$ cat config.mk
export PLATFORM = sky130hd
export DESIGN_NAME = source_token_scanner
export DESIGN_NICKNAME = d
export VERILOG_FILES = /design/src/hdl/sts_pkg.sv /design/src/hdl/sts_front.sv /design/src/hdl/sts_queue.sv /design/src/hdl/sts_back.sv /design/src/hdl/source_token_scanner.sv
export SDC_FILE = /design/constraint.sdc
export NUM_CORES = 1
export LEC_CHECK = 0
export BUFFER_PORTS_ARGS = -buffer_cell sky130_fd_sc_hd__buf_2
export CORE_ASPECT_RATIO = 1.5
export CORE_UTILIZATION = 35
export DETAILED_ROUTE_END_ITERATION = 7
export PLACE_DENSITY = 0.62
export REMOVE_ABC_BUFFERS = 1
export SLEW_MARGIN = 20
export SYNTH_ARGS = -nofsm -noshare
export SYNTH_HDL_FRONTEND = slang
export SYNTH_SLANG_ARGS = --single-unit
$ cat constraint.sdc
create_clock -name i_clk -period 7.9 [get_ports i_clk]
set_input_delay 1.58 -clock i_clk [delete_from_list [all_inputs] [get_ports i_clk]]
set_output_delay 1.58 -clock i_clk [all_outputs]
set_load 0.02 [all_outputs]
$ cat src/hdl/sts_pkg.sv
`timescale 1ns / 1ps
// ----------------------------------------------------------------------------
// sts_pkg
// Shared types, token codes and character classifiers for the token scanner.
// ----------------------------------------------------------------------------
package sts_pkg;

    typedef enum logic [3:0] {
        MODE_IDLE  = 4'd0,
        MODE_IDENT = 4'd1,
        MODE_INT   = 4'd2,
        MODE_OP    = 4'd3,
        MODE_SLASH = 4'd4,
        MODE_LINE  = 4'd5,
        MODE_BLOCK = 4'd6,
        MODE_BSTAR = 4'd7
    } t_mode;

    // token classes
    localparam logic [2:0] CLS_IDENT   = 3'd0;
    localparam logic [2:0] CLS_KEYWORD = 3'd1;
    localparam logic [2:0] CLS_INT     = 3'd2;
    localparam logic [2:0] CLS_OP      = 3'd3;
    localparam logic [2:0] CLS_SYMBOL  = 3'd4;
    localparam logic [2:0] CLS_COMMENT = 3'd5;
    localparam logic [2:0] CLS_ERROR   = 3'd6;

    // operator codes
    localparam logic [7:0] OP_INC   = 8'd0;
    localparam logic [7:0] OP_DEC   = 8'd1;
    localparam logic [7:0] OP_ADD   = 8'd2;
    localparam logic [7:0] OP_SUB   = 8'd3;
    localparam logic [7:0] OP_MUL   = 8'd4;
    localparam logic [7:0] OP_DIV   = 8'd5;
    localparam logic [7:0] OP_MOD   = 8'd6;
    localparam logic [7:0] OP_POW   = 8'd7;
    localparam logic [7:0] OP_AND   = 8'd8;
    localparam logic [7:0] OP_OR    = 8'd9;
    localparam logic [7:0] OP_NOT   = 8'd10;
    localparam logic [7:0] OP_ASSIGN = 8'd11;
    localparam logic [7:0] OP_LT    = 8'd12;
    localparam logic [7:0] OP_GT    = 8'd13;
    localparam logic [7:0] OP_LE    = 8'd14;
    localparam logic [7:0] OP_GE    = 8'd15;
    localparam logic [7:0] OP_EQ    = 8'd16;
    localparam logic [7:0] OP_NE    = 8'd17;

    // comment kinds
    localparam logic [7:0] CMT_LINE  = 8'd0;
    localparam logic [7:0] CMT_BLOCK = 8'd1;

    localparam logic [7:0] CH_NL    = 8'd10;
    localparam logic [7:0] CH_SLASH = 8'h2F;
    localparam logic [7:0] CH_STAR  = 8'h2A;
    localparam logic [7:0] CH_UNDER = 8'h5F;

    // keyword table: text right-aligned, first character in the top used byte
    localparam int KW_NUM   = 15;
    localparam int KW_CHARS = 8;
    localparam logic [63:0] KW_TEXT [KW_NUM] = '{
        64'("array"), 64'("boolean"), 64'("char"), 64'("else"), 64'("false"),
        64'("for"), 64'("function"), 64'("if"), 64'("integer"), 64'("print"),
        64'("return"), 64'("string"), 64'("true"), 64'("void"), 64'("while")
    };
    localparam logic [3:0] KW_LEN [KW_NUM] = '{
        4'd5, 4'd7, 4'd4, 4'd4, 4'd5, 4'd3, 4'd8, 4'd2,
        4'd7, 4'd5, 4'd6, 4'd6, 4'd4, 4'd4, 4'd5
    };

    function automatic logic is_space(input logic [7:0] c);
        return (c >= 8'd9 && c <= 8'd13) || c == 8'd32;
    endfunction

    function automatic logic is_digit(input logic [7:0] c);
        return c >= "0" && c <= "9";
    endfunction

    function automatic logic is_alpha(input logic [7:0] c);
        return (c >= "a" && c <= "z") || (c >= "A" && c <= "Z");
    endfunction

    function automatic logic is_name(input logic [7:0] c);
        return is_alpha(c) || is_digit(c) || c == CH_UNDER;
    endfunction

    function automatic logic is_op_start(input logic [7:0] c);
        return c == "+" || c == "-" || c == "&" || c == "|" ||
               c == "<" || c == ">" || c == "=" || c == "!";
    endfunction

    // {hit, code} of a two-character operator
    function automatic logic [8:0] pair_code(input logic [7:0] f, input logic [7:0] s);
        logic [8:0] r;
        r = '0;
        if (f == "+" && s == "+") r = {1'b1, OP_INC};
        else if (f == "-" && s == "-") r = {1'b1, OP_DEC};
        else if (f == "&" && s == "&") r = {1'b1, OP_AND};
        else if (f == "|" && s == "|") r = {1'b1, OP_OR};
        else if (f == "<" && s == "=") r = {1'b1, OP_LE};
        else if (f == ">" && s == "=") r = {1'b1, OP_GE};
        else if (f == "=" && s == "=") r = {1'b1, OP_EQ};
        else if (f == "!" && s == "=") r = {1'b1, OP_NE};
        return r;
    endfunction

    // {class, code} of a held operator that stands alone
    function automatic logic [10:0] single_op(input logic [7:0] c);
        logic [10:0] r;
        case (c)
            "+":     r = {CLS_OP, OP_ADD};
            "-":     r = {CLS_OP, OP_SUB};
            "!":     r = {CLS_OP, OP_NOT};
            "=":     r = {CLS_OP, OP_ASSIGN};
            "<":     r = {CLS_OP, OP_LT};
            ">":     r = {CLS_OP, OP_GT};
            default: r = {CLS_ERROR, c};
        endcase
        return r;
    endfunction

    // {class, code} of a character that is a whole token by itself
    function automatic logic [10:0] single_char(input logic [7:0] c);
        logic [10:0] r;
        case (c)
            "*":     r = {CLS_OP, OP_MUL};
            "%":     r = {CLS_OP, OP_MOD};
            "^":     r = {CLS_OP, OP_POW};
            ",":     r = {CLS_SYMBOL, 8'd0};
            ";":     r = {CLS_SYMBOL, 8'd1};
            ":":     r = {CLS_SYMBOL, 8'd2};
            "(":     r = {CLS_SYMBOL, 8'd3};
            ")":     r = {CLS_SYMBOL, 8'd4};
            "[":     r = {CLS_SYMBOL, 8'd5};
            "]":     r = {CLS_SYMBOL, 8'd6};
            "{":     r = {CLS_SYMBOL, 8'd7};
            "}":     r = {CLS_SYMBOL, 8'd8};
            default: r = {CLS_ERROR, c};
        endcase
        return r;
    endfunction

    // {class, code} of a finished name; prefix byte j sits at [8j+:8]
    function automatic logic [10:0] name_token(input logic [63:0] prefix,
                                               input logic [15:0] len);
        logic [10:0] r;
        logic        ok;
        r = {CLS_IDENT, 8'd0};
        for (int k = 0; k < KW_NUM; k++) begin
            if (len == 16'(KW_LEN[k])) begin
                ok = 1'b1;
                for (int j = 0; j < KW_CHARS; j++) begin
                    if (j < int'(KW_LEN[k])) begin
                        if (prefix[8*j +: 8] != KW_TEXT[k][8*(int'(KW_LEN[k])-1-j) +: 8])
                            ok = 1'b0;
                    end
                end
                if (ok) r = {CLS_KEYWORD, 8'(k)};
            end
        end
        return r;
    endfunction

endpackage

$ cat src/hdl/sts_front.sv
`timescale 1ns / 1ps
// ----------------------------------------------------------------------------
// sts_front
// Scanner front end: classifies one character per valid cycle, tracks position
// and pending token, hands up to two finished tokens per character onward.
// ----------------------------------------------------------------------------
module sts_front #(
    parameter int LINE_BITS     = 16,
    parameter int COLUMN_BITS   = 12,
    parameter int LENGTH_BITS   = 8,
    parameter int KEYWORD_CHARS = 8,
    parameter int TOK_W         = 11 + LINE_BITS + COLUMN_BITS + LENGTH_BITS
) (
    input  logic                 i_clk,
    input  logic                 i_rst_n,
    input  logic                 i_valid,
    input  logic [7:0]           i_char,
    input  logic                 i_final,
    output logic                 o_push,
    output logic [2*TOK_W:0]     o_bundle
);

    localparam int IW = (KEYWORD_CHARS > 1) ? $clog2(KEYWORD_CHARS) : 1;

    sts_pkg::t_mode         r_mode,  n_mode;
    logic [7:0]             r_prefix [KEYWORD_CHARS];
    logic [7:0]             n_prefix [KEYWORD_CHARS];
    logic [LINE_BITS-1:0]   r_sline, n_sline, r_line, n_line;
    logic [COLUMN_BITS-1:0] r_scol, n_scol, r_col, n_col;
    logic [LENGTH_BITS-1:0] r_len, n_len, len_inc;
    logic [7:0]             r_pend, n_pend;

    logic                   a_vld, b_vld, c_vld, do_start;
    logic [TOK_W-1:0]       a_tok, b_tok, c_tok;
    logic [63:0]            r_flat, n_flat;
    logic [8:0]             pair;
    logic [10:0]            cc;

    function automatic logic [TOK_W-1:0] mk(input logic [10:0] cls_code,
                                            input logic [LINE_BITS-1:0] ln,
                                            input logic [COLUMN_BITS-1:0] col,
                                            input logic [LENGTH_BITS-1:0] len);
        return {len, col, ln, cls_code[7:0], cls_code[10:8]};
    endfunction

    // flatten the keyword-length part of the name prefix
    always_comb begin
        for (int j = 0; j < sts_pkg::KW_CHARS; j++) begin
            r_flat[8*j +: 8] = r_prefix[j];
            n_flat[8*j +: 8] = n_prefix[j];
        end
    end

    assign len_inc = (r_len == '1) ? r_len : r_len + 1'b1;
    assign pair    = sts_pkg::pair_code(r_pend, i_char);
    assign cc      = sts_pkg::single_char(i_char);

    // feed the character, start a new token, update position, flush on final
    always_comb begin
        n_mode   = r_mode;
        n_prefix = r_prefix;
        n_sline  = r_sline;
        n_scol   = r_scol;
        n_len    = r_len;
        n_pend   = r_pend;
        n_line   = r_line;
        n_col    = r_col;
        a_vld    = 1'b0;
        b_vld    = 1'b0;
        c_vld    = 1'b0;
        a_tok    = '0;
        b_tok    = '0;
        c_tok    = '0;
        do_start = 1'b0;

        case (r_mode)
            sts_pkg::MODE_IDENT: begin
                if (sts_pkg::is_name(i_char)) begin
                    if (r_len < LENGTH_BITS'(KEYWORD_CHARS))
                        n_prefix[r_len[IW-1:0]] = i_char;
                    n_len = len_inc;
                end else begin
                    a_vld    = 1'b1;
                    a_tok    = mk(sts_pkg::name_token(r_flat, 16'(r_len)), r_sline, r_scol,
                                  r_len);
                    do_start = 1'b1;
                end
            end
            sts_pkg::MODE_INT: begin
                if (sts_pkg::is_digit(i_char)) begin
                    n_len = len_inc;
                end else begin
                    a_vld    = 1'b1;
                    a_tok    = mk({sts_pkg::CLS_INT, 8'd0}, r_sline, r_scol, r_len);
                    do_start = 1'b1;
                end
            end
            sts_pkg::MODE_OP: begin
                a_vld = 1'b1;
                if (pair[8]) begin
                    a_tok  = mk({sts_pkg::CLS_OP, pair[7:0]}, r_sline, r_scol,
                                LENGTH_BITS'(2));
                    n_mode = sts_pkg::MODE_IDLE;
                end else begin
                    a_tok    = mk(sts_pkg::single_op(r_pend), r_sline, r_scol,
                                  LENGTH_BITS'(1));
                    do_start = 1'b1;
                end
            end
            sts_pkg::MODE_SLASH: begin
                if (i_char == sts_pkg::CH_SLASH) begin
                    n_len  = LENGTH_BITS'(2);
                    n_mode = sts_pkg::MODE_LINE;
                end else if (i_char == sts_pkg::CH_STAR) begin
                    n_len  = LENGTH_BITS'(2);
                    n_mode = sts_pkg::MODE_BLOCK;
                end else begin
                    a_vld    = 1'b1;
                    a_tok    = mk({sts_pkg::CLS_OP, sts_pkg::OP_DIV}, r_sline, r_scol,
                                  LENGTH_BITS'(1));
                    do_start = 1'b1;
                end
            end
            sts_pkg::MODE_LINE: begin
                n_len = len_inc;
                if (i_char == sts_pkg::CH_NL) begin
                    a_vld  = 1'b1;
                    a_tok  = mk({sts_pkg::CLS_COMMENT, sts_pkg::CMT_LINE}, r_sline, r_scol,
                                len_inc);
                    n_mode = sts_pkg::MODE_IDLE;
                end
            end
            sts_pkg::MODE_BLOCK: begin
                n_len = len_inc;
                if (i_char == sts_pkg::CH_STAR)
                    n_mode = sts_pkg::MODE_BSTAR;
            end
            sts_pkg::MODE_BSTAR: begin
                n_len = len_inc;
                if (i_char == sts_pkg::CH_SLASH) begin
                    a_vld  = 1'b1;
                    a_tok  = mk({sts_pkg::CLS_COMMENT, sts_pkg::CMT_BLOCK}, r_sline, r_scol,
                                len_inc);
                    n_mode = sts_pkg::MODE_IDLE;
                end else if (i_char != sts_pkg::CH_STAR) begin
                    n_mode = sts_pkg::MODE_BLOCK;
                end
            end
            default: begin
                do_start = 1'b1;
            end
        endcase

        // begin a token at this character
        if (do_start) begin
            n_mode = sts_pkg::MODE_IDLE;
            if (!sts_pkg::is_space(i_char)) begin
                n_sline = r_line;
                n_scol  = r_col;
                n_len   = LENGTH_BITS'(1);
                if (sts_pkg::is_alpha(i_char) || i_char == sts_pkg::CH_UNDER) begin
                    n_prefix[0] = i_char;
                    n_mode      = sts_pkg::MODE_IDENT;
                end else if (sts_pkg::is_digit(i_char)) begin
                    n_mode = sts_pkg::MODE_INT;
                end else if (i_char == sts_pkg::CH_SLASH) begin
                    n_mode = sts_pkg::MODE_SLASH;
                end else if (sts_pkg::is_op_start(i_char)) begin
                    n_pend = i_char;
                    n_mode = sts_pkg::MODE_OP;
                end else begin
                    b_vld = 1'b1;
                    b_tok = mk(cc, r_line, r_col, LENGTH_BITS'(1));
                end
            end
        end

        // advance position
        if (i_char == sts_pkg::CH_NL) begin
            n_col = '0;
            if (r_line != '1)
                n_line = r_line + 1'b1;
        end else if (r_col != '1) begin
            n_col = r_col + 1'b1;
        end

        // flush the pending token on the last character
        if (i_final) begin
            c_vld = 1'b1;
            case (n_mode)
                sts_pkg::MODE_IDENT:
                    c_tok = mk(sts_pkg::name_token(n_flat, 16'(n_len)), n_sline, n_scol,
                               n_len);
                sts_pkg::MODE_INT:
                    c_tok = mk({sts_pkg::CLS_INT, 8'd0}, n_sline, n_scol, n_len);
                sts_pkg::MODE_OP:
                    c_tok = mk(sts_pkg::single_op(n_pend), n_sline, n_scol,
                               LENGTH_BITS'(1));
                sts_pkg::MODE_SLASH:
                    c_tok = mk({sts_pkg::CLS_OP, sts_pkg::OP_DIV}, n_sline, n_scol,
                               LENGTH_BITS'(1));
                sts_pkg::MODE_LINE:
                    c_tok = mk({sts_pkg::CLS_COMMENT, sts_pkg::CMT_LINE}, n_sline, n_scol,
                               n_len);
                sts_pkg::MODE_BLOCK, sts_pkg::MODE_BSTAR:
                    c_tok = mk({sts_pkg::CLS_COMMENT, sts_pkg::CMT_BLOCK}, n_sline, n_scol,
                               n_len);
                default: c_vld = 1'b0;
            endcase
            n_mode = sts_pkg::MODE_IDLE;
            n_line = '0;
            n_col  = '0;
        end
    end

    // pack the results of this character: {two, second, first}
    always_comb begin
        o_push   = i_valid && (a_vld || b_vld || c_vld);
        o_bundle = '0;
        if (a_vld) begin
            o_bundle[TOK_W-1:0] = a_tok;
            if (b_vld || c_vld) begin
                o_bundle[2*TOK_W-1:TOK_W] = b_vld ? b_tok : c_tok;
                o_bundle[2*TOK_W]         = 1'b1;
            end
        end else begin
            o_bundle[TOK_W-1:0] = b_vld ? b_tok : c_tok;
        end
    end

    // control state
    always_ff @(posedge i_clk) begin
        if (!i_rst_n) begin
            r_mode  <= sts_pkg::MODE_IDLE;
            r_sline <= '0;
            r_scol  <= '0;
            r_len   <= '0;
            r_pend  <= '0;
            r_line  <= '0;
            r_col   <= '0;
        end else if (i_valid) begin
            r_mode  <= n_mode;
            r_sline <= n_sline;
            r_scol  <= n_scol;
            r_len   <= n_len;
            r_pend  <= n_pend;
            r_line  <= n_line;
            r_col   <= n_col;
        end
    end

    // name prefix bytes
    always_ff @(posedge i_clk) begin
        if (i_valid)
            r_prefix <= n_prefix;
    end

endmodule

$ cat src/hdl/sts_queue.sv
`timescale 1ns / 1ps
// ----------------------------------------------------------------------------
// sts_queue
// Four-entry queue of token bundles between scanner front and output back.
// ----------------------------------------------------------------------------
module sts_queue #(
    parameter int WIDTH = 8
) (
    input  logic             i_clk,
    input  logic             i_rst_n,
    input  logic             i_push,
    input  logic [WIDTH-1:0] i_data,
    input  logic             i_pop,
    output logic             o_full,
    output logic             o_nempty,
    output logic [WIDTH-1:0] o_head
);

    logic [WIDTH-1:0] r_mem [4];
    logic [1:0]       r_wp, r_rp;
    logic [2:0]       r_cnt;

    assign o_full   = (r_cnt == 3'd4);
    assign o_nempty = (r_cnt != 3'd0);
    assign o_head   = r_mem[r_rp];

    // advance pointers and fill level
    always_ff @(posedge i_clk) begin
        if (!i_rst_n) begin
            r_wp  <= '0;
            r_rp  <= '0;
            r_cnt <= '0;
        end else begin
            if (i_push) r_wp <= r_wp + 1'b1;
            if (i_pop)  r_rp <= r_rp + 1'b1;
            r_cnt <= r_cnt + {2'b0, i_push} - {2'b0, i_pop};
        end
    end

    // store entries
    always_ff @(posedge i_clk) begin
        if (i_push)
            r_mem[r_wp] <= i_data;
    end

endmodule

$ cat src/hdl/sts_back.sv
`timescale 1ns / 1ps
// ----------------------------------------------------------------------------
// sts_back
// Output back end: splits queued bundles into single tokens and holds each
// in the output register until the sink takes it.
// ----------------------------------------------------------------------------
module sts_back #(
    parameter int TOK_W = 8
) (
    input  logic             i_clk,
    input  logic             i_rst_n,
    input  logic             i_nempty,
    input  logic [2*TOK_W:0] i_head,
    output logic             o_pop,
    output logic             o_valid,
    output logic [TOK_W-1:0] o_tok,
    output logic             o_last,
    input  logic             i_ready
);

    logic             r_valid, r_last, r_idx, n_idx;
    logic [TOK_W-1:0] r_tok;
    logic             load, is_last;

    // pick the next token of the head bundle
    assign load    = i_nempty && (!r_valid || i_ready);
    assign is_last = !i_head[2*TOK_W] || r_idx;
    assign o_pop   = load && is_last;
    assign n_idx   = load ? !is_last : r_idx;

    always_ff @(posedge i_clk) begin
        if (!i_rst_n) begin
            r_valid <= 1'b0;
            r_idx   <= 1'b0;
        end else begin
            r_idx <= n_idx;
            if (load)
                r_valid <= 1'b1;
            else if (i_ready)
                r_valid <= 1'b0;
        end
    end

    // output payload
    always_ff @(posedge i_clk) begin
        if (load) begin
            r_tok  <= r_idx ? i_head[2*TOK_W-1:TOK_W] : i_head[TOK_W-1:0];
            r_last <= is_last;
        end
    end

    assign o_valid = r_valid;
    assign o_tok   = r_tok;
    assign o_last  = r_last;

endmodule

$ cat src/hdl/source_token_scanner.sv
`timescale 1ns / 1ps
// ----------------------------------------------------------------------------
// source_token_scanner
// Streaming lexical scanner: one source character in, tokens out by class,
// code, start position and length.
//
//   channel  dir  tdata (low bit up)                              tlast
//   s_axis   in   character[7:0]                                  final_req
//   m_axis   out  class, code, start line, start column, length   last_of_run
//
// One character is taken per cycle; each yields zero, one or two tokens, which
// leave one per ready cycle through the output register. A four-bundle queue
// decouples the two sides, so input stalls only when it fills.
// Reset (i_rst_n low, synchronous) returns the scanner to idle at line 0,
// column 0 and empties the queue.
// ----------------------------------------------------------------------------
module source_token_scanner #(
    parameter int LINE_BITS     = 16,
    parameter int COLUMN_BITS   = 12,
    parameter int LENGTH_BITS   = 8,
    parameter int KEYWORD_CHARS = 8
) (
    input  logic                 i_clk,
    input  logic                 i_rst_n,
    input  logic                 s_axis_tvalid,
    output logic                 s_axis_tready,
    input  logic [7:0]           s_axis_tdata,   // character[7:0]
    input  logic                 s_axis_tlast,
    output logic                 m_axis_tvalid,
    input  logic                 m_axis_tready,
    // token_class[2:0], token_code, start_line, start_column, token_length, zero pad
    output logic [((11 + LINE_BITS + COLUMN_BITS + LENGTH_BITS + 7) / 8) * 8 - 1:0]
                                 m_axis_tdata,
    output logic                 m_axis_tlast
);

    localparam int TOK_W = 11 + LINE_BITS + COLUMN_BITS + LENGTH_BITS;
    localparam int OUT_W = ((TOK_W + 7) / 8) * 8;

    logic                 accept, push, full, nempty, pop;
    logic [2*TOK_W:0]     bundle, head;
    logic [TOK_W-1:0]     tok;

    assign s_axis_tready = !full;
    assign accept        = s_axis_tvalid && !full;

    sts_front #(
        .LINE_BITS    (LINE_BITS),
        .COLUMN_BITS  (COLUMN_BITS),
        .LENGTH_BITS  (LENGTH_BITS),
        .KEYWORD_CHARS(KEYWORD_CHARS),
        .TOK_W        (TOK_W)
    ) u_front (
        .i_clk   (i_clk),
        .i_rst_n (i_rst_n),
        .i_valid (accept),
        .i_char  (s_axis_tdata),
        .i_final (s_axis_tlast),
        .o_push  (push),
        .o_bundle(bundle)
    );

    sts_queue #(
        .WIDTH(2 * TOK_W + 1)
    ) u_queue (
        .i_clk   (i_clk),
        .i_rst_n (i_rst_n),
        .i_push  (push),
        .i_data  (bundle),
        .i_pop   (pop),
        .o_full  (full),
        .o_nempty(nempty),
        .o_head  (head)
    );

    sts_back #(
        .TOK_W(TOK_W)
    ) u_back (
        .i_clk   (i_clk),
        .i_rst_n (i_rst_n),
        .i_nempty(nempty),
        .i_head  (head),
        .o_pop   (pop),
        .o_valid (m_axis_tvalid),
        .o_tok   (tok),
        .o_last  (m_axis_tlast),
        .i_ready (m_axis_tready)
    );

    assign m_axis_tdata = OUT_W'(tok);

endmodule
==> summary.md, run 1 <==
| Metric | Value |
|---|---|
| Outcome | finished, violations left |
| Failing checks | design-rule violations |
| Worst r2r path cells | 11 |
| Hold EP | u_front.r_sline[0]$_SDFFE_PN0P_ |
| Share of cells above drive strength 1 | 15.6% |
| Worst Path Class, Setup | in2reg |
| Worst path depth | 14 |
| Sequential cell area | 16500 um2 |
| Die Span X | 234 um |
| Most common cell after layout, fill and taps aside | edfxtp_1 |
| Port Buffer Count | a little over 60 |
| Ys flop type | edfxtp_1 |
| Total global-route track usage | between 20% and 30% |
| R2r startpoint | u_front.r_len[4]$_SDFFE_PN0P_ |
| Clk pwr share | roughly 34% |
| Vias in the first global route | between 20k and 25k |
| Hold_buf cts | 0 |
| Crit path launch | s_axis_tdata[1] |
| CTS tree | done |
| YS warnings | 0 |
| TritonCTS buffer count | 56 |
| Vias per Instance | between 5 and 6 |
| Synth Instances | about 2.4k |
| Period utilisation layout | between 70% and 80% |
| Post-CTS setup buffer count | 0 |
| R2r endpoint | u_queue.r_mem[3][3]$_DFFE_PP_ |
| Standard-cell rows | 127 |
| Clock tree root buffer cell | clkbuf_16 |
| Core box area | around 80000 um2 |
| Sw frac | ~30% |
| Footprint of the multi-input gates | 11100 um2 |
| Hold Crit Depth | 2 |
| Power Density | 275 nW/um2 |
| Crit path max fanout | 28 |
| Filler instances | ~7.5k |
| Hold Crit Class | reg2reg |
| Vias post-DR | roughly 20k |
| First-pass GRT wire length | 135000 um |
| Worst-path clk slew | 60 ps |
| Mapped cell area | 28300 um2 |
| Crit-path max cell delay | about 970 ps |
| Critical hold path startpoint | u_front.r_sline[0]$_SDFFE_PN0P_ |
| Design Area, Final | around 32000 um2 |
| DRC marker count from the first detailed-route iteration | around 1.9k |
| DRC Markers | 20 |
| Leakage | 0.0104 uW |
| Synth async-reset ratio | 0% |
| Final hold viol count | 0 |
| Distinct cells, synth | 94 |
| Worst EP arrival | roughly 6500 ps |
| WP buf/inv | 4 |
| Critical Path End Type | flip-flop |
| Final RePlAce weighted congestion | roughly 1.1 |
| Pin count of the biggest net entering global routing | 68 |
| Max-cap viol count | 0 |
| IR drop worst, VDD | between 0.15 and 0.2 mV |
| Die area | slightly above 80000 um2 |
| Sequential Power Share | approximately 46% |
| Total wire length | a little over 90000 um |
| DIE HEIGHT | about 350 um |
| CP delay by family, top | compound AO/OA/AOI/OAI gates |
| Total negative setup slack | 0 ps |
| Post-synthesis average cell area | about 12 um2 |
| Final Skew | between 40 and 50 ps |
| CTS H-tree depth | 2 |
| Clk sinks | ~580 |
| Count of final max-slew check failures | 0 |
| Reg-to-reg slack, setup | between 2000 and 3000 ps |
| Post-synthesis sequential area ratio | 58.4% |
| Setup-failing EPs final | 0 |
| Initial Utilization | between 30% and 40% |
| Number of synthesized flops with an enable pin | between 400 and 500 |
| Yosys reg bits | roughly 580 |
| Initial antenna violation count | 2 |
| First-pass DRT Iterations | 8 |
| Most frequent cells in the layout | edfxtp_1, nand2_1, nor2_1, mux4_2, o21ai_0 |
| Nets | roughly 2.5k |
| CTS max path bufs | 3 |
| Slew @ Worst Pin | 1200 ps |
| WP data required | between 8000 and 9000 ps |
| Fmax | roughly 160 MHz |
| Num ports | 64 |
| Worst-skew pair later-pin latency | about 650 ps |
| Cell-internal power | between 6000 and 7000 uW |
| Total power | 8800 uW |
| Critical path's slowest cell | nor2b_1 |
| Layout area overhead | 13.0% |
| # resized after CTS | 0 |
| Unrepaired setup endpoints after global routing | no |
| Slew headroom | roughly a fifth |
| Post-DP HPWL | ~64000 um |
| Area after DPL | around 30000 um2 |
| Post-route antenna net violation count | 0 |
| CP cell instances | buf_2 -> buf_4 -> nor2b_1 -> nand3_1 -> mux2_2 -> o21ai_0 -> nor3_1 -> a21o_1 -> o41a_1 -> buf_4 -> o21ai_1 -> inv_1 -> o21ai_0 -> a21oi_1 |
| Net Sw Power | about 2600 uW |
| Combinational power share | 21.0% |
| Startpoint Class | input port |
| Drt wl/cell | 25.8 um |
| Gr ovfl total | 0 |
| Post-layout min period | ~6200 ps |
==> metrics by stage <==
| stage | hold slack, ps | cells | utilization [%] | worst slack (ps) |
|---|---|---|---|---|
| after floorplan | 457 | 2270 | - | 545 |
| after global placement | 465 | 3423 | 37.4 | 1180 |
| after detailed placement | 474 | 3423 | 37.4 | 1140 |
| after CTS | 484 | 3528 | 40.0 | 1780 |
| after global routing | 501 | 3528 | 40.0 | 1460 |
| final | 483 | 3529 | 40.0 | 1680 |
==> worst register-to-register path, stage by stage, from the launching register on <==
cell and delay [ps]:
dfxtp_1 390, or3_1 550, or4_1 740, nor2_1 410
nand2_1 320, o21ai_0 710, nand3_1 170, a2111oi_0 630
nand2_1 180, nand4_1 120, o211ai_1 280, a31oi_1 420
==> area by class of cell <==
class,count,area share [%]
multi-input cells,1658,34.9
repair buffers,121,2.59
clock inverters,32,1.50
clock buffers,73,4.93
flip-flops and latches,579,51.7
inverters,33,0.387
well taps,1032,4.04
diodes,1,0.00783
==> registers in the layout, summed over array words and instances (netlist names), 2 cells and up, named ones only <==
name	count
u_front.r_len	8
u_front.r_scol	12
u_queue.r_cnt	3
u_back.o_tok	47
u_front.r_sline	16
u_front.r_flat	64
u_queue.r_wp	2
u_queue.r_mem	380
u_front.r_mode	4
u_queue.r_rp	2
u_front.r_line	16
u_front.r_col	12
u_front.r_pend	8
==> power groups by stage <==
stage          Combinational, uW  Clock [uW]  Sequential, uW
2_1_floorplan                979           0            4280
3_3_place_gp                1860           0            4050
3_5_place_dp                1880           0            4070
4_1_cts                     1890        3010            4010
5_1_grt                     2000        3120            4040
6_report                    1850        2950            4000
==> cells in the mapped netlist (21+ instances only) <==
master    number  area [um2]
nand2_1      385        1450
mux4_2        95        2140
a21oi_1       75         375
nor2_1       169         634
inv_1         33         124
nand3_1       82         410
or3_1         21         131
o21ai_0       88         440
edfxtp_1     492       14800
and3_1        32         200
and2_1        35         219
nor4_1        26         163
nand4_1       47         294
a22o_1        32         280
a22oi_1       47         353
nand4b_1      22         193
nor3_1        75         375
buf_1         21        78.8
mux2_2        22         248
a21boi_0      42         315
buf_2         23         115
clkbuf_1     108         405
nor2b_1       35         219
dfxtp_1       87        1740
==> kinds of logic (layout without fill, tap and decap cells) <==
group | count (synthesis) | after routing | synth area share, %
fa+ha+maj | 13 | 13 | 0.602
xor+xnor | 27 | 27 | 0.836
simple gates | 1022 | 1022 | 17.8
flops | 579 | 579 | 58.4
mux | 131 | 131 | 8.94
other cells | 1 | 30 | 0.0133
compound gates | 436 | 436 | 10.7
buf+inv | 190 | 259 | 2.74
==> worst max-delay path by stage <==
stage / to
final: u_queue.r_mem[0][53]$_DFFE_PP_
after global routing: u_queue.r_mem[2][53]$_DFFE_PP_
after CTS: u_queue.r_mem[0][53]$_DFFE_PP_
after detailed placement: u_queue.r_mem[3][28]$_DFFE_PP_
after global placement: u_queue.r_mem[0][13]$_DFFE_PP_
after floorplan: u_queue.r_mem[0][0]$_DFFE_PP_
==> metal layers <==
metal | part of all wire (%) | track usage [%] | vias up | wire, um
li1 | - | - | 9221 | -
met1 | 36 | 24.8 | 10200 | 33100
met2 | 50 | 38.4 | 783 | 45900
met3 | 5.2 | 3.41 | 301 | 4710
met4 | 7.9 | 15.4 | 0 | 7160
met5 | 0 | 0 | - | 0
Note: power is estimated with default switching activity, not from simulation.
==> run 2: changes to the inputs <==
--- a/config.mk
+++ b/config.mk
@@ -9,7 +9,7 @@
 export CORE_ASPECT_RATIO = 1.5
 export CORE_UTILIZATION = 35
 export DETAILED_ROUTE_END_ITERATION = 7
-export PLACE_DENSITY = 0.62
+export PLACE_DENSITY = 0.63
 export REMOVE_ABC_BUFFERS = 1
 export SLEW_MARGIN = 20
 export SYNTH_ARGS = -nofsm -noshare
==> constraint.sdc (replaced) <==
create_clock -name i_clk -period 5.7 [get_ports i_clk]
set_input_delay 1.14 -clock i_clk [delete_from_list [all_inputs] [get_ports i_clk]]
set_output_delay 1.14 -clock i_clk [all_outputs]
set_load 0.02 [all_outputs]
==> run 2 against run 1 <==
  * The flow still finishes with violations (design-rule violations)
  * Routed wire length grew 8.0%
  * Via count grew 3.3%
  * Sequential cell count is the same
  * Critical path type unchanged
==> summary.md, run 2 (synthesis gave the netlist of run 1 again) <==
| Metric | Value |
|---|---|
| Layout area overhead | 17.6% |
| Die Span X | 234 um |
| CTS max path bufs | 3 |
| Worst-path clk slew | around 70 ps |
| Outcome | finished, violations left |
| Vias in the first global route | approximately 21k |
| Critical Path End Type | flip-flop |
| Sequential cell area | about 17000 um2 |
| Count of final max-slew check failures | 0 |
| Slew headroom | roughly 24% |
| Total power | around 12000 uW |
| Worst Path Class, Setup | in2reg |
| Setup-failing EPs final | 0 |
| Failing checks | design-rule violations |
| DIE HEIGHT | between 300 and 400 um |
| Filler instances | about 7.4k |
| Vias per Instance | about 5.7 |
| Period utilisation layout | roughly 94% |
| Fmax | between 150 and 200 MHz |
| Total global-route track usage | between 20% and 30% |
| Non-Filler Instances | 3703 |
| Slew @ Worst Pin | 1130 ps |
| Nets | about 2.6k |
| DRC marker count from the first detailed-route iteration | about 1.8k |
| IR drop worst, VDD | 0.252 mV |
| Crit path max fanout | 18 |
| Worst EP arrival | roughly 5800 ps |
| Final RePlAce weighted congestion | 1.01 |
| Clk sinks | a little under 600 |
| Footprint of the multi-input gates | ~11000 um2 |
| Total wire length | about 100000 um |
| Pin count of the biggest net entering global routing | 54 |
| Drt wl/cell | between 20 and 30 um |
| Clock tree root buffer cell | clkbuf_16 |
| WP data required | between 6000 and 7000 ps |
| Post-layout utilization of the core | between 40% and 50% |
| Max-cap viol count | 0 |
| Hold Crit Class | reg2reg |
| Post-DP HPWL | roughly 73000 um |
| Initial Utilization | 35.4% |
| Leakage | ~0.011 uW |
| Final hold viol count | 0 |
| Power Density | about 370 nW/um2 |
| TritonCTS buffer count | 55 |
| Unrepaired setup endpoints after global routing | no |
| Hold_buf cts | 0 |
| Reg-to-reg slack, setup | between 500 and 600 ps |
| First-pass GRT wire length | approximately 140000 um |
| Most flop-heavy register | u_queue.r_mem |
| Post-layout min period | 5330 ps |
| Worst-skew pair later-pin latency | around 650 ps |
| Gr ovfl total | 0 |
| Most frequent cells in the layout | edfxtp_1, nand2_1, buf_4, nor2_1, mux4_2 |
| Crit path launch | s_axis_tdata[5] |
| DRC Markers | 16 |
| CTS H-tree depth | 2 |
| Port Buffer Count | 62 |
| Placed insts | roughly 3.6k |
| CP Capture Point | u_queue.r_mem[3][50]$_DFFE_PP_ |
| R2r endpoint | u_queue.r_mem[3][50]$_DFFE_PP_ |
| Die area | approximately 82000 um2 |
| First-pass DRT Iterations | 8 |
| Post-route antenna net violation count | 0 |
| Post-CTS setup buffer count | 0 |
| Max FFs per register | 380 |
| Total negative setup slack | 0 ps |
| Num ports | 64 |
| Vias post-DR | ~21k |
| Core box area | around 80000 um2 |
| Worst r2r path cells | 14 |
| Share of cells above drive strength 1 | a little over a fifth |
| Most common cell after layout, fill and taps aside | edfxtp_1 |
| Startpoint Class | input port |
| Standard-cell rows | around 130 |
| # resized after CTS | 0 |
| Final Skew | about 32 ps |
| CTS tree | done |
| Initial antenna violation count | 1 |
| R2r startpoint | u_front.r_len[0]$_SDFFE_PN0P_ |
-- run 2: cell count changes in the layout (fill, tap and decap cells not counted), moves of 3 or more --
| cell | delta |
|---|---|
| buf_12 | +6 |
| clkinvlp_4 | +3 |
| clkbuf_8 | -7 |
| inv_6 | -4 |
| buf_4 | +169 |
-- run 2: final cells by class --
type / instances / area share [%]
Antenna cell: 2 / 0.0150
Clock buffer: 67 / 4.39
Clock inverter: 36 / 1.53
Inverter: 33 / 0.372
Multi-Input combinational cell: 1658 / 33.5
Sequential cell: 579 / 49.7
Tap cell: 1032 / 3.88
Timing Repair Buffer: 296 / 6.66
-- run 2: how the worst min path moves through the flow --
stage	from	endpoint	slack (ps)	cells after the start
CTS	u_front.r_sline[10]$_SDFFE_PN0P_	u_front.r_sline[10]$_SDFFE_PN0P_	480	2
floorplan	u_front.r_scol[0]$_SDFFE_PN0P_	u_front.r_scol[0]$_SDFFE_PN0P_	460	2
finish	u_front.r_sline[2]$_SDFFE_PN0P_	u_front.r_sline[2]$_SDFFE_PN0P_	480	2
global placement	u_front.r_scol[4]$_SDFFE_PN0P_	u_front.r_scol[4]$_SDFFE_PN0P_	460	2
global route	u_front.r_scol[1]$_SDFFE_PN0P_	u_front.r_scol[1]$_SDFFE_PN0P_	510	2
detailed placement	u_front.r_sline[10]$_SDFFE_PN0P_	u_front.r_sline[10]$_SDFFE_PN0P_	470	2
-- run 2: critical path, stage by stage --
cell	delay, ps
buf_2	220
buf_4	240
nand4b_1	210
nor4_1	70
a311oi_1	490
nand4_1	410
buf_4	290
a21oi_4	320
a211oi_2	130
buf_4	170
a2111oi_1	900
nand3_1	250
a31oi_1	350
o211ai_1	180
a21oi_1	350
-- run 2: metrics by stage --
step	setup slack (ps)	hold WS (ps)	area, um2
3_3_place_gp	-24.1	464	31300
2_1_floorplan	-1220	457	27700
6_report	365	482	33300
4_1_cts	531	481	33300
5_1_grt	236	508	33300
3_5_place_dp	-125	472	31300
-- run 2: power breakdown --
part	switching, uW	leakage [uW]	internal (uW)	total [uW]
registers	249	0.00524	5280	5530
logic	1730	0.00501	982	2710
clock network	1670	0.000949	2300	3970
total	3650	0.0112	8560	12200
-- run 2: routing by layer --
metal | vias up | GRT usage, % | routed length, um
met1 | 10600 | 26.2 | 35200
met5 | - | 0 | 10
met2 | 806 | 42.8 | 51000
li1 | 9562 | - | -
met4 | 2 | 15.9 | 7260
met3 | 248 | 3.18 | 4700
